==> src/hw/rtl/cursor_linked_list_engine_macros.svh <==
// cursor_linked_list_engine_macros.svh: assertion macros for the list engine
// used by clle_back; expects clk_i and rst_ni in the including module
`ifndef CURSOR_LINKED_LIST_ENGINE_MACROS_SVH
`define CURSOR_LINKED_LIST_ENGINE_MACROS_SVH

`ifndef SYNTHESIS

`define CLLE_ASSERT(lbl, prop, msg) \
  lbl: assert property (@(posedge clk_i) disable iff (!rst_ni) (prop)) else $error(msg);

`define CLLE_ASSERT_IMPLY(lbl, ante, cons, msg) \
  lbl: assert property (@(posedge clk_i) disable iff (!rst_ni) (ante) |-> (cons)) \
    else $error(msg);

`else

`define CLLE_ASSERT(lbl, prop, msg)

`define CLLE_ASSERT_IMPLY(lbl, ante, cons, msg)

`endif

`endif

==> src/hw/rtl/clle_pkg.sv <==
// clle_pkg: types, codes and defaults shared by the list engine modules
// no dependencies
package clle_pkg;

  localparam int unsigned NODES_DEF      = 16;
  localparam int unsigned DATA_WIDTH_DEF = 32;
  localparam int unsigned CMD_DEPTH      = 2;

  localparam logic [1:0] KIND_INSERT = 2'd0;
  localparam logic [1:0] KIND_APPEND = 2'd1;
  localparam logic [1:0] KIND_DELETE = 2'd2;
  localparam logic [1:0] KIND_READ   = 2'd3;

  localparam logic [1:0] ST_OK       = 2'd0;
  localparam logic [1:0] ST_FULL     = 2'd1;
  localparam logic [1:0] ST_PAST_END = 2'd2;
  localparam logic [1:0] ST_EMPTY    = 2'd3;

  typedef struct packed {
    logic [1:0]  kind;
    logic [4:0]  position;
    logic [31:0] item_in;
  } in_item_t;

  typedef struct packed {
    logic [1:0]  status;
    logic [31:0] item_out;
    logic        last;
  } out_item_t;

  typedef enum logic [1:0] {
    OP_INSERT = 2'd0,
    OP_APPEND = 2'd1,
    OP_DELETE = 2'd2,
    OP_READ   = 2'd3
  } op_e;

  typedef struct packed {
    op_e         op;
    logic [4:0]  position;
    logic [31:0] data;
  } cmd_t;

endpackage

==> src/hw/rtl/clle_front.sv <==
// clle_front: request intake, decode into commands and a short command queue
// depends on clle_pkg
module clle_front import clle_pkg::*; (
  input  logic     clk_i,
  input  logic     rst_ni,
  input  logic     push,
  output logic     full,
  input  in_item_t in_item_i,
  output logic     cmd_valid_o,
  output cmd_t     cmd_o,
  input  logic     cmd_take_i
);

  localparam int unsigned PW = (CMD_DEPTH > 1) ? $clog2(CMD_DEPTH) : 1;
  localparam int unsigned CW = $clog2(CMD_DEPTH + 1);

  cmd_t            queue_q [CMD_DEPTH];
  logic [PW-1:0]   wptr_q, wptr_d;
  logic [PW-1:0]   rptr_q, rptr_d;
  logic [CW-1:0]   count_q, count_d;
  cmd_t            cmd_new;
  logic            do_push, do_pop;

  always_comb begin
    cmd_new.position = in_item_i.position;
    cmd_new.data     = in_item_i.item_in;
    unique case (in_item_i.kind)
      KIND_INSERT: cmd_new.op = OP_INSERT;
      KIND_APPEND: cmd_new.op = OP_APPEND;
      KIND_DELETE: cmd_new.op = OP_DELETE;
      KIND_READ:   cmd_new.op = OP_READ;
      default:     cmd_new.op = OP_READ;
    endcase
  end

  assign full        = (count_q == CW'(CMD_DEPTH));
  assign cmd_valid_o = (count_q != '0);
  assign cmd_o       = queue_q[rptr_q];
  assign do_push     = push && !full;
  assign do_pop      = cmd_take_i && cmd_valid_o;

  always_comb begin
    wptr_d  = wptr_q;
    rptr_d  = rptr_q;
    count_d = count_q;
    if (do_push) begin
      wptr_d = (wptr_q == PW'(CMD_DEPTH - 1)) ? '0 : wptr_q + 1'b1;
    end
    if (do_pop) begin
      rptr_d = (rptr_q == PW'(CMD_DEPTH - 1)) ? '0 : rptr_q + 1'b1;
    end
    if (do_push && !do_pop) begin
      count_d = count_q + 1'b1;
    end else if (do_pop && !do_push) begin
      count_d = count_q - 1'b1;
    end
  end

  always_ff @(posedge clk_i or negedge rst_ni) begin
    if (!rst_ni) begin
      wptr_q  <= '0;
      rptr_q  <= '0;
      count_q <= '0;
    end else begin
      wptr_q  <= wptr_d;
      rptr_q  <= rptr_d;
      count_q <= count_d;
    end
  end

  always_ff @(posedge clk_i) begin
    if (do_push) begin
      queue_q[wptr_q] <= cmd_new;
    end
  end

endmodule

==> src/hw/rtl/clle_back.sv <==
// clle_back: command execution over the node pool, link and payload memories
// depends on clle_pkg and cursor_linked_list_engine_macros.svh
`include "cursor_linked_list_engine_macros.svh"

module clle_back import clle_pkg::*; #(
  parameter int unsigned NODES      = NODES_DEF,
  parameter int unsigned DATA_WIDTH = DATA_WIDTH_DEF
) (
  input  logic      clk_i,
  input  logic      rst_ni,
  input  logic      cmd_valid_i,
  input  cmd_t      cmd_i,
  output logic      cmd_take_o,
  output logic      empty,
  input  logic      pop,
  output out_item_t out_item_o
);

  localparam int unsigned IW   = (NODES > 1) ? $clog2(NODES) : 1;
  localparam int unsigned LW   = $clog2(NODES + 1);
  localparam int unsigned CMPW = (LW > 5) ? LW : 5;
  localparam logic [LW-1:0] NULL_IDX = LW'(NODES);
  localparam logic [LW-1:0] LAST_CNT = LW'(NODES - 1);

  typedef enum logic [8:0] {
    S_IDLE = 9'b000000001,
    S_DISP = 9'b000000010,
    S_FREE = 9'b000000100,
    S_STEP = 9'b000001000,
    S_WR1  = 9'b000010000,
    S_WR2  = 9'b000100000,
    S_DEL  = 9'b001000000,
    S_RD   = 9'b010000000,
    S_RESP = 9'b100000000
  } state_e;

  state_e          state_q, state_d;
  cmd_t            cmd_q, cmd_d;
  logic [LW-1:0]   tgt_q, tgt_d;
  logic [LW-1:0]   cnt_q, cnt_d;
  logic [LW-1:0]   cur_q, cur_d;
  logic [LW-1:0]   prev_q, prev_d;
  logic [LW-1:0]   node_q, node_d;
  logic [LW-1:0]   head_q, head_d;
  logic [LW-1:0]   free_q, free_d;
  logic [LW-1:0]   len_q, len_d;
  out_item_t       pend_q, pend_d;
  out_item_t       res_q, res_d;
  logic            res_vld_q, res_vld_d;

  // link memory with per-entry valid bits standing for the reset chain
  logic [LW-1:0]   link_mem [NODES];
  logic [NODES-1:0] link_vld_q;
  logic [LW-1:0]   lrd_raw_q;
  logic [IW-1:0]   lrd_addr_q;
  logic            lrd_vld_q;
  logic [LW-1:0]   link_rd;

  logic [DATA_WIDTH-1:0] pay_mem [NODES];
  logic [DATA_WIDTH-1:0] prd_q;

  logic            rd_en;
  logic [IW-1:0]   rd_addr;
  logic            lwr_en;
  logic [IW-1:0]   lwr_addr;
  logic [LW-1:0]   lwr_data;
  logic            pwr_en;

  logic            out_ready;
  logic            rd_last;
  logic [63:0]     in_ext;
  logic [63:0]     out_ext;

  assign in_ext  = {32'b0, cmd_q.data};
  assign out_ext = 64'(prd_q);
  assign link_rd = lrd_vld_q ? lrd_raw_q :
                   ((lrd_addr_q == '0) ? NULL_IDX : LW'(lrd_addr_q) - 1'b1);

  assign out_ready  = !res_vld_q || pop;
  assign empty      = !res_vld_q;
  assign out_item_o = res_q;
  assign rd_last    = (link_rd >= NULL_IDX) || (cnt_q == LAST_CNT);

  always_comb begin
    state_d    = state_q;
    cmd_d      = cmd_q;
    tgt_d      = tgt_q;
    cnt_d      = cnt_q;
    cur_d      = cur_q;
    prev_d     = prev_q;
    node_d     = node_q;
    head_d     = head_q;
    free_d     = free_q;
    len_d      = len_q;
    pend_d     = pend_q;
    res_d      = res_q;
    res_vld_d  = res_vld_q && !pop;
    cmd_take_o = 1'b0;
    rd_en      = 1'b0;
    rd_addr    = '0;
    lwr_en     = 1'b0;
    lwr_addr   = '0;
    lwr_data   = '0;
    pwr_en     = 1'b0;

    unique case (state_q)
      S_IDLE: begin
        if (cmd_valid_i) begin
          cmd_take_o = 1'b1;
          cmd_d      = cmd_i;
          state_d    = S_DISP;
        end
      end
      S_DISP: begin
        pend_d = '{status: ST_OK, item_out: 32'b0, last: 1'b1};
        unique case (cmd_q.op)
          OP_INSERT, OP_APPEND: begin
            tgt_d  = (cmd_q.op == OP_APPEND) ? len_q : LW'(cmd_q.position);
            cnt_d  = '0;
            cur_d  = head_q;
            prev_d = NULL_IDX;
            node_d = free_q;
            if (cmd_q.op == OP_INSERT && CMPW'(cmd_q.position) > CMPW'(len_q)) begin
              pend_d.status = ST_PAST_END;
              state_d       = S_RESP;
            end else if (free_q >= NULL_IDX) begin
              pend_d.status = ST_FULL;
              state_d       = S_RESP;
            end else begin
              rd_en   = 1'b1;
              rd_addr = free_q[IW-1:0];
              state_d = S_FREE;
            end
          end
          OP_DELETE: begin
            if (head_q >= NULL_IDX) begin
              pend_d.status = ST_EMPTY;
              state_d       = S_RESP;
            end else begin
              rd_en   = 1'b1;
              rd_addr = head_q[IW-1:0];
              state_d = S_DEL;
            end
          end
          OP_READ: begin
            cnt_d = '0;
            if (head_q >= NULL_IDX) begin
              pend_d.status = ST_EMPTY;
              state_d       = S_RESP;
            end else begin
              rd_en   = 1'b1;
              rd_addr = head_q[IW-1:0];
              state_d = S_RD;
            end
          end
          default: state_d = S_IDLE;
        endcase
      end
      S_FREE: begin
        free_d = link_rd;
        if (tgt_q == '0) begin
          state_d = S_WR1;
        end else begin
          rd_en   = 1'b1;
          rd_addr = cur_q[IW-1:0];
          state_d = S_STEP;
        end
      end
      S_STEP: begin
        prev_d = cur_q;
        cur_d  = link_rd;
        cnt_d  = cnt_q + 1'b1;
        if (cnt_q + 1'b1 == tgt_q) begin
          state_d = S_WR1;
        end else begin
          rd_en   = 1'b1;
          rd_addr = link_rd[IW-1:0];
        end
      end
      S_WR1: begin
        lwr_en   = 1'b1;
        lwr_addr = node_q[IW-1:0];
        lwr_data = (cur_q < NULL_IDX) ? cur_q : NULL_IDX;
        pwr_en   = 1'b1;
        state_d  = S_WR2;
      end
      S_WR2: begin
        if (prev_q < NULL_IDX) begin
          lwr_en   = 1'b1;
          lwr_addr = prev_q[IW-1:0];
          lwr_data = node_q;
        end else begin
          head_d = node_q;
        end
        len_d   = len_q + 1'b1;
        state_d = S_RESP;
      end
      S_DEL: begin
        head_d   = link_rd;
        lwr_en   = 1'b1;
        lwr_addr = head_q[IW-1:0];
        lwr_data = free_q;
        free_d   = head_q;
        len_d    = len_q - 1'b1;
        state_d  = S_RESP;
      end
      S_RD: begin
        if (out_ready) begin
          res_vld_d      = 1'b1;
          res_d.status   = ST_OK;
          res_d.item_out = out_ext[31:0];
          res_d.last     = rd_last;
          if (rd_last) begin
            state_d = S_IDLE;
          end else begin
            cnt_d   = cnt_q + 1'b1;
            rd_en   = 1'b1;
            rd_addr = link_rd[IW-1:0];
          end
        end
      end
      S_RESP: begin
        if (out_ready) begin
          res_vld_d = 1'b1;
          res_d     = pend_q;
          state_d   = S_IDLE;
        end
      end
      default: state_d = S_IDLE;
    endcase
  end

  always_ff @(posedge clk_i or negedge rst_ni) begin
    if (!rst_ni) begin
      state_q    <= S_IDLE;
      head_q     <= NULL_IDX;
      free_q     <= LW'(NODES - 1);
      len_q      <= '0;
      res_vld_q  <= 1'b0;
      link_vld_q <= '0;
    end else begin
      state_q   <= state_d;
      head_q    <= head_d;
      free_q    <= free_d;
      len_q     <= len_d;
      res_vld_q <= res_vld_d;
      if (lwr_en) begin
        link_vld_q[lwr_addr] <= 1'b1;
      end
    end
  end

  always_ff @(posedge clk_i) begin
    cmd_q  <= cmd_d;
    tgt_q  <= tgt_d;
    cnt_q  <= cnt_d;
    cur_q  <= cur_d;
    prev_q <= prev_d;
    node_q <= node_d;
    pend_q <= pend_d;
    res_q  <= res_d;
  end

  always_ff @(posedge clk_i) begin
    if (lwr_en) begin
      link_mem[lwr_addr] <= lwr_data;
    end
    if (rd_en) begin
      lrd_raw_q  <= link_mem[rd_addr];
      lrd_addr_q <= rd_addr;
    end
  end

  always_ff @(posedge clk_i or negedge rst_ni) begin
    if (!rst_ni) begin
      lrd_vld_q <= 1'b0;
    end else if (rd_en) begin
      lrd_vld_q <= link_vld_q[rd_addr];
    end
  end

  always_ff @(posedge clk_i) begin
    if (pwr_en) begin
      pay_mem[node_q[IW-1:0]] <= in_ext[DATA_WIDTH-1:0];
    end
    if (rd_en) begin
      prd_q <= pay_mem[rd_addr];
    end
  end

  `CLLE_ASSERT(a_head_len, (head_q >= NULL_IDX) == (len_q == '0), "head and length disagree")
  `CLLE_ASSERT(a_len_bound, len_q <= LW'(NODES), "list longer than the pool")
  `CLLE_ASSERT_IMPLY(a_step_bound, state_q == S_STEP, cnt_q < tgt_q, "walk ran past target")
  `CLLE_ASSERT_IMPLY(a_more_follow, res_vld_q && !res_q.last, state_q == S_RD,
                     "non-final result without a read in progress")

endmodule

==> src/hw/rtl/cursor_linked_list_engine.sv <==
// cursor_linked_list_engine: singly linked list in a fixed node pool
// Requests enter through a queue-style port: a request is taken at a clock edge
// with push high and full low. Kinds: insert at position, append, delete first,
// read all. Results leave through a queue-style port: the oldest result sits on
// out_item_o while empty is low and is taken at an edge with pop high.
// Insert, append and delete give one result; read all gives one per element,
// with last set on the final one (one result, status empty, on an empty list).
// Each request is decoded after it is taken; a refused or empty-list request
// goes straight to its result. Delete reads the head link and returns the node
// to the free list; insert and append take the free head, walk the links to the
// position, then write the new node's link and payload and the previous link or
// the head. Read all shows one element per cycle while the receiver keeps up.
// Requests run one at a time; the walk takes one read of the link memory per link.
// A two-deep request queue lets new requests in while a result waits; a stalled
// receiver holds the execution unit, and full rises once the queue fills.
// Reset (asynchronous, active low) empties the list and chains every node into
// the free list at once; no sweep of the memories is needed.
// depends on clle_pkg, clle_front and clle_back
module cursor_linked_list_engine import clle_pkg::*; #(
  parameter int unsigned NODES      = NODES_DEF,
  parameter int unsigned DATA_WIDTH = DATA_WIDTH_DEF
) (
  input  logic      clk_i,
  input  logic      rst_ni,
  input  logic      push,
  output logic      full,
  input  in_item_t  in_item_i,
  output logic      empty,
  input  logic      pop,
  output out_item_t out_item_o
);

  logic cmd_valid;
  logic cmd_take;
  cmd_t cmd;

  clle_front u_front (
    .clk_i       (clk_i),
    .rst_ni      (rst_ni),
    .push        (push),
    .full        (full),
    .in_item_i   (in_item_i),
    .cmd_valid_o (cmd_valid),
    .cmd_o       (cmd),
    .cmd_take_i  (cmd_take)
  );

  clle_back #(
    .NODES      (NODES),
    .DATA_WIDTH (DATA_WIDTH)
  ) u_back (
    .clk_i       (clk_i),
    .rst_ni      (rst_ni),
    .cmd_valid_i (cmd_valid),
    .cmd_i       (cmd),
    .cmd_take_o  (cmd_take),
    .empty       (empty),
    .pop         (pop),
    .out_item_o  (out_item_o)
  );

endmodule
==> config.mk <==
export PLATFORM = sky130hd
export DESIGN_NAME = cursor_linked_list_engine
export DESIGN_NICKNAME = d
export VERILOG_FILES = /design/src/hw/rtl/clle_pkg.sv /design/src/hw/rtl/clle_front.sv /design/src/hw/rtl/clle_back.sv /design/src/hw/rtl/cursor_linked_list_engine.sv
export VERILOG_INCLUDE_DIRS = /design/src /design/src/hw/rtl
export SDC_FILE = /design/constraint.sdc
export NUM_CORES = 1
export LEC_CHECK = 0
export ABC_AREA = 1
export BUFFER_PORTS_ARGS = -buffer_cell sky130_fd_sc_hd__clkbuf_2
export CELL_PAD_IN_SITES_DETAIL_PLACEMENT = 1
export CELL_PAD_IN_SITES_GLOBAL_PLACEMENT = 1
export CORE_UTILIZATION = 52
export DETAILED_ROUTE_END_ITERATION = 16
export HOLD_SLACK_MARGIN = 0.12
export PLACE_DENSITY = 0.79
export SLEW_MARGIN = 20
export SYNTH_ARGS = -nofsm -noshare
export SYNTH_HDL_FRONTEND = slang
export SYNTH_SLANG_ARGS = --single-unit
==> constraint.sdc <==
create_clock -name clk_i -period 9.1 [get_ports clk_i]
set_input_delay 0.91 -clock clk_i [delete_from_list [all_inputs] [get_ports clk_i]]
set_output_delay 0.91 -clock clk_i [all_outputs]
set_load 0.05 [all_outputs]
==> flow_metrics.env <==
export IMPL_leakage_nw=14.01
export IMPL_crit_buf_inv=3
export IMPL_status="complete, no violations"
export IMPL_seq_area_frac_synth=0.7279
export IMPL_die_area_sq_mm=0.06852
export IMPL_area_growth_pct=11.76
export IMPL_crit_required_ns=9.60
export IMPL_rsz0062_at_grt="false"
export IMPL_start_util=0.5299
export IMPL_cap_violations=0
export IMPL_cp_slowest_stage_delay_ns=0.90
export IMPL_wl_per_cell_um=27.54
export IMPL_setup_tns_ns=0
export IMPL_slowest_stage="buf_4"
export IMPL_path_class="flop to flop"
export IMPL_syn_area_sq_mm=0.03509
export IMPL_path_delay_family="buffers and inverters"
export IMPL_fin_total_pwr_mw=11.41
export IMPL_synth_area_top_cells="edfxtp_1 69%, o211ai_1 4.9%, nand3_1 3.9%, nand2_1 3.4%, or2_2 3.0%"
export IMPL_routed_wl_mm=98.32
export IMPL_dieWidth_um=261.8
export IMPL_grtUsageTotal=0.2905
export IMPL_hpwl_mm=53.95
export IMPL_startpoint_type="flop"
export IMPL_fin_crit_ns=4.971
export IMPL_drtIter0Drc=2186
export IMPL_fin_skew_ns=0.02621
export IMPL_stdcell_area_sq_mm=0.03921
export IMPL_avgSynthCellArea_sq_um=13.71
export IMPL_placed_area_sq_mm=0.03644
export IMPL_cts_inserted_buffers=87
export IMPL_clk_pin_slew_worst_paths_ns=0.06
export IMPL_clk_latency_ns=0.64
export IMPL_cp_max_fo=75
export IMPL_critical_path_cell_chain="ha_1, nand2_1, nor2_1, ha_1, inv_1, nand2_1, nand2_1, nand3_1, nor2_1, nand2_1, nand2_1, nand2_1, nand2_1, nand2_2, inv_4, buf_4, o211ai_1, nand3_1, nand3_1, nand2_1"
export IMPL_fin_cells=3570
export IMPL_rows=94
export IMPL_drc=0
export IMPL_hold_path_class="input port to asynchronous set/reset pin"
export IMPL_ctsHoldBuffers=0
export IMPL_finalNetCount=2690
export IMPL_clk_root_buffer_cell="clkbuf_16"
export IMPL_cts_buffer_depth=3
export IMPL_cts_tree="yes"
export IMPL_coreArea_sq_mm=0.06622
export IMPL_synth_warnings=0
export IMPL_timing_final_ws_setup_ns=4.129
export IMPL_yosysUniqueCellTypes=53
export IMPL_antenna_found_initial=6
export IMPL_clkSinkCount=858
export IMPL_place_port_buffers=79
export IMPL_hold_viol=0
export IMPL_arrival_ns=5.48
export IMPL_routabilityCongestion=0.8799
export IMPL_crit_top_cell="nand2_1"
export IMPL_critPathCaptureType="flop"
export IMPL_dr_pass1_iters=7
export IMPL_yosys_area_top_type="edfxtp_1"
export IMPL_ys_ff_latch=858
export IMPL_maxSlewViolCount=0
export IMPL_worst_slew_pin_slew_ns=1.112
export IMPL_grt_overflow=0
export IMPL_antennaDiodeCount=0
export IMPL_slew_headroom=0.2588
export IMPL_dpl_worst_slack_ns=4.172
export IMPL_dieHeight_um=261.8
export IMPL_grt_pass1_wl_mm=145.9
export IMPL_dp_cells=3409
export IMPL_setup_viol=0
export IMPL_num_vias=22080
export IMPL_grt_max_degree=95
export IMPL_syn_nets=2614
export IMPL_cts_setup_buffers=0
export IMPL_vias_per_cell=6.184
export IMPL_ant_nets=0
export IMPL_netlist_instances=2559
export IMPL_yosysTopAreaCellShare=0.6949
export IMPL_max_clock_freq_ghz=0.2012
export IMPL_grt_pass1_vias=23550
export IMPL_drive_above_1_share=0.2021
export IMPL_htree_levels=3
export IMPL_power_density_mw_per_mm2=290.9
export IMPL_vdd_drop_max_v=0.0001936
export IMPL_timing_final_crit_share=0.5462
export IMPL_ctsResizeCount=0
export IMPL_io_pins=80
[area by class of cell]
cell class                 instances  area [sq um]
tap                              864          1081
clock buffer                     106          2280
timing repair buffer             123         750.7
fill                            6323         27000
clock inverter                    54         478.0
multi-input combinational       1421          8531
inverter                         144         550.5
sequential                       858         25540
[power breakdown]
group / leakage [nW] / internal [mW] / switching [mW]
Sequential: 8.10 / 5.19 / 0.528
Combinational: 4.56 / 0.615 / 1.55
Clock: 1.35 / 2.01 / 1.52
[layout by cell type (no fill, tap or decap), types with 42 or more instances in the layout]
master     count
edfxtp_1     812
clkbuf_16     88
nand3_1      271
or2_1         85
clkbuf_2      79
inv_1        135
or2_2        167
nand2_1      317
nor2_1        93
o211ai_1     227
buf_4         42
o21ai_0       48
[Yosys cell counts (all sizes together)]
| cell type | number |
|---|---|
| edfxtp | 812 |
| o22ai | 4 |
| nor2 | 121 |
| a221o | 1 |
| fa | 1 |
| o2111ai | 1 |
| clkinv | 1 |
| o31ai | 1 |
| nand4 | 8 |
| ha | 11 |
| xor2 | 7 |
| o211ai | 263 |
| inv | 143 |
| nand3b | 1 |
| buf | 73 |
| nor4 | 6 |
| or2 | 260 |
| a221oi | 3 |
| nor3 | 13 |
| clkbuf | 63 |
| o21a | 3 |
| o311ai | 1 |
| a21oi | 12 |
| o21ai | 50 |
| dfstp | 6 |
| a211oi | 1 |
| o221ai | 10 |
| nand3 | 274 |
| nand2 | 323 |
| dfrtp | 40 |
| a31oi | 2 |
| a22oi | 2 |
| mux2 | 39 |
| xnor2 | 2 |
| nor3b | 1 |
[per-layer routing]
metal / track usage / share of wire / vias to the layer above / wire [um]
met1: 0.3858 / 0.40 / 11330 / 39240
li1: - / - / 9525 / -
met2: 0.4870 / 0.49 / 1015 / 48480
met3: 0.04176 / 0.075 / 210 / 7404
met4: 0.1098 / 0.032 / 0 / 3189
met5: 0 / 0 / - / 0
[worst register-to-register path: cells and delay by family (launching register included)]
| kind | cells | cell delay (ns) |
|---|---|---|
| simple gates | 14 | 1.65 |
| flops | 1 | 0.48 |
| fa+ha+maj | 2 | 0.57 |
| compound gates | 1 | 0.25 |
| buf+inv | 3 | 1.89 |
[kinds of logic after synthesis]
group,after synthesis,synth area share
muxes,39,0.01252
and+or+nand+nor,1007,0.1404
adders and majority gates,12,0.004493
xor gates and xnor gates,9,0.002247
buffers and inverters,280,0.03548
DFF,858,0.7279
AOI/OAI and AO/OA,354,0.07695
[state kept, by name, summed over array words and instances (netlist names)]
name,cells
u_back.node_q,5
u_back.link_vld_q,16
u_front.rptr_q,1
u_back.pay_mem,512
u_back.tgt_q,5
u_front.queue_q,78
u_back.head_q,5
u_back.lrd_raw_q,5
u_back.link_mem,80
u_front.count_q,2
u_back.free_q,5
u_back.state_q,9
u_back.len_q,5
u_back.res_vld_q,1
u_back.prev_q,5
u_back.cnt_q,5
u_back.lrd_vld_q,1
u_back.cmd_q,39
u_front.wptr_q,1
u_back.pend_q,2
u_back.out_item_o,35
u_back.prd_q,32
u_back.cur_q,5
u_back.lrd_addr_q,4
[metrics by stage]
step                  util  hold WS, ns
floorplan                -       0.4274
CTS                 0.5919       0.3965
global route        0.5922       0.4503
global placement    0.5500       0.4419
finish              0.5922       0.3839
detailed placement  0.5503       0.4480
[path summary, 6_finish.rpt]
| check | startpoint | endpoint | slack (ns) | cells past startpoint |
|---|---|---|---|---|
| max | u_back.cnt_q[0]$_SDFFCE_PN0P_ | u_back.prd_q[30]$_DFFE_PP_ | 4.13 | 20 |
| min | rst_ni | u_back.state_q[8]$_DFFE_PN0P_ | 0.38 | 2 |
| max reg2reg | u_back.cnt_q[0]$_SDFFCE_PN0P_ | u_back.prd_q[30]$_DFFE_PP_ | 4.13 | 20 |
| min reg2reg | u_back.link_vld_q[3]$_DFFE_PN0P_ | u_back.link_vld_q[3]$_DFFE_PN0P_ | 0.46 | 2 |
| max in group asynchronous | rst_ni | u_back.link_vld_q[8]$_DFFE_PN0P_ | 8.24 | 2 |
| min in group clk_i | in_item_i[7] | u_front.queue_q[0][7]$_DFFE_PP_ | 0.46 | 1 |
(Power assumes the default switching activity.)
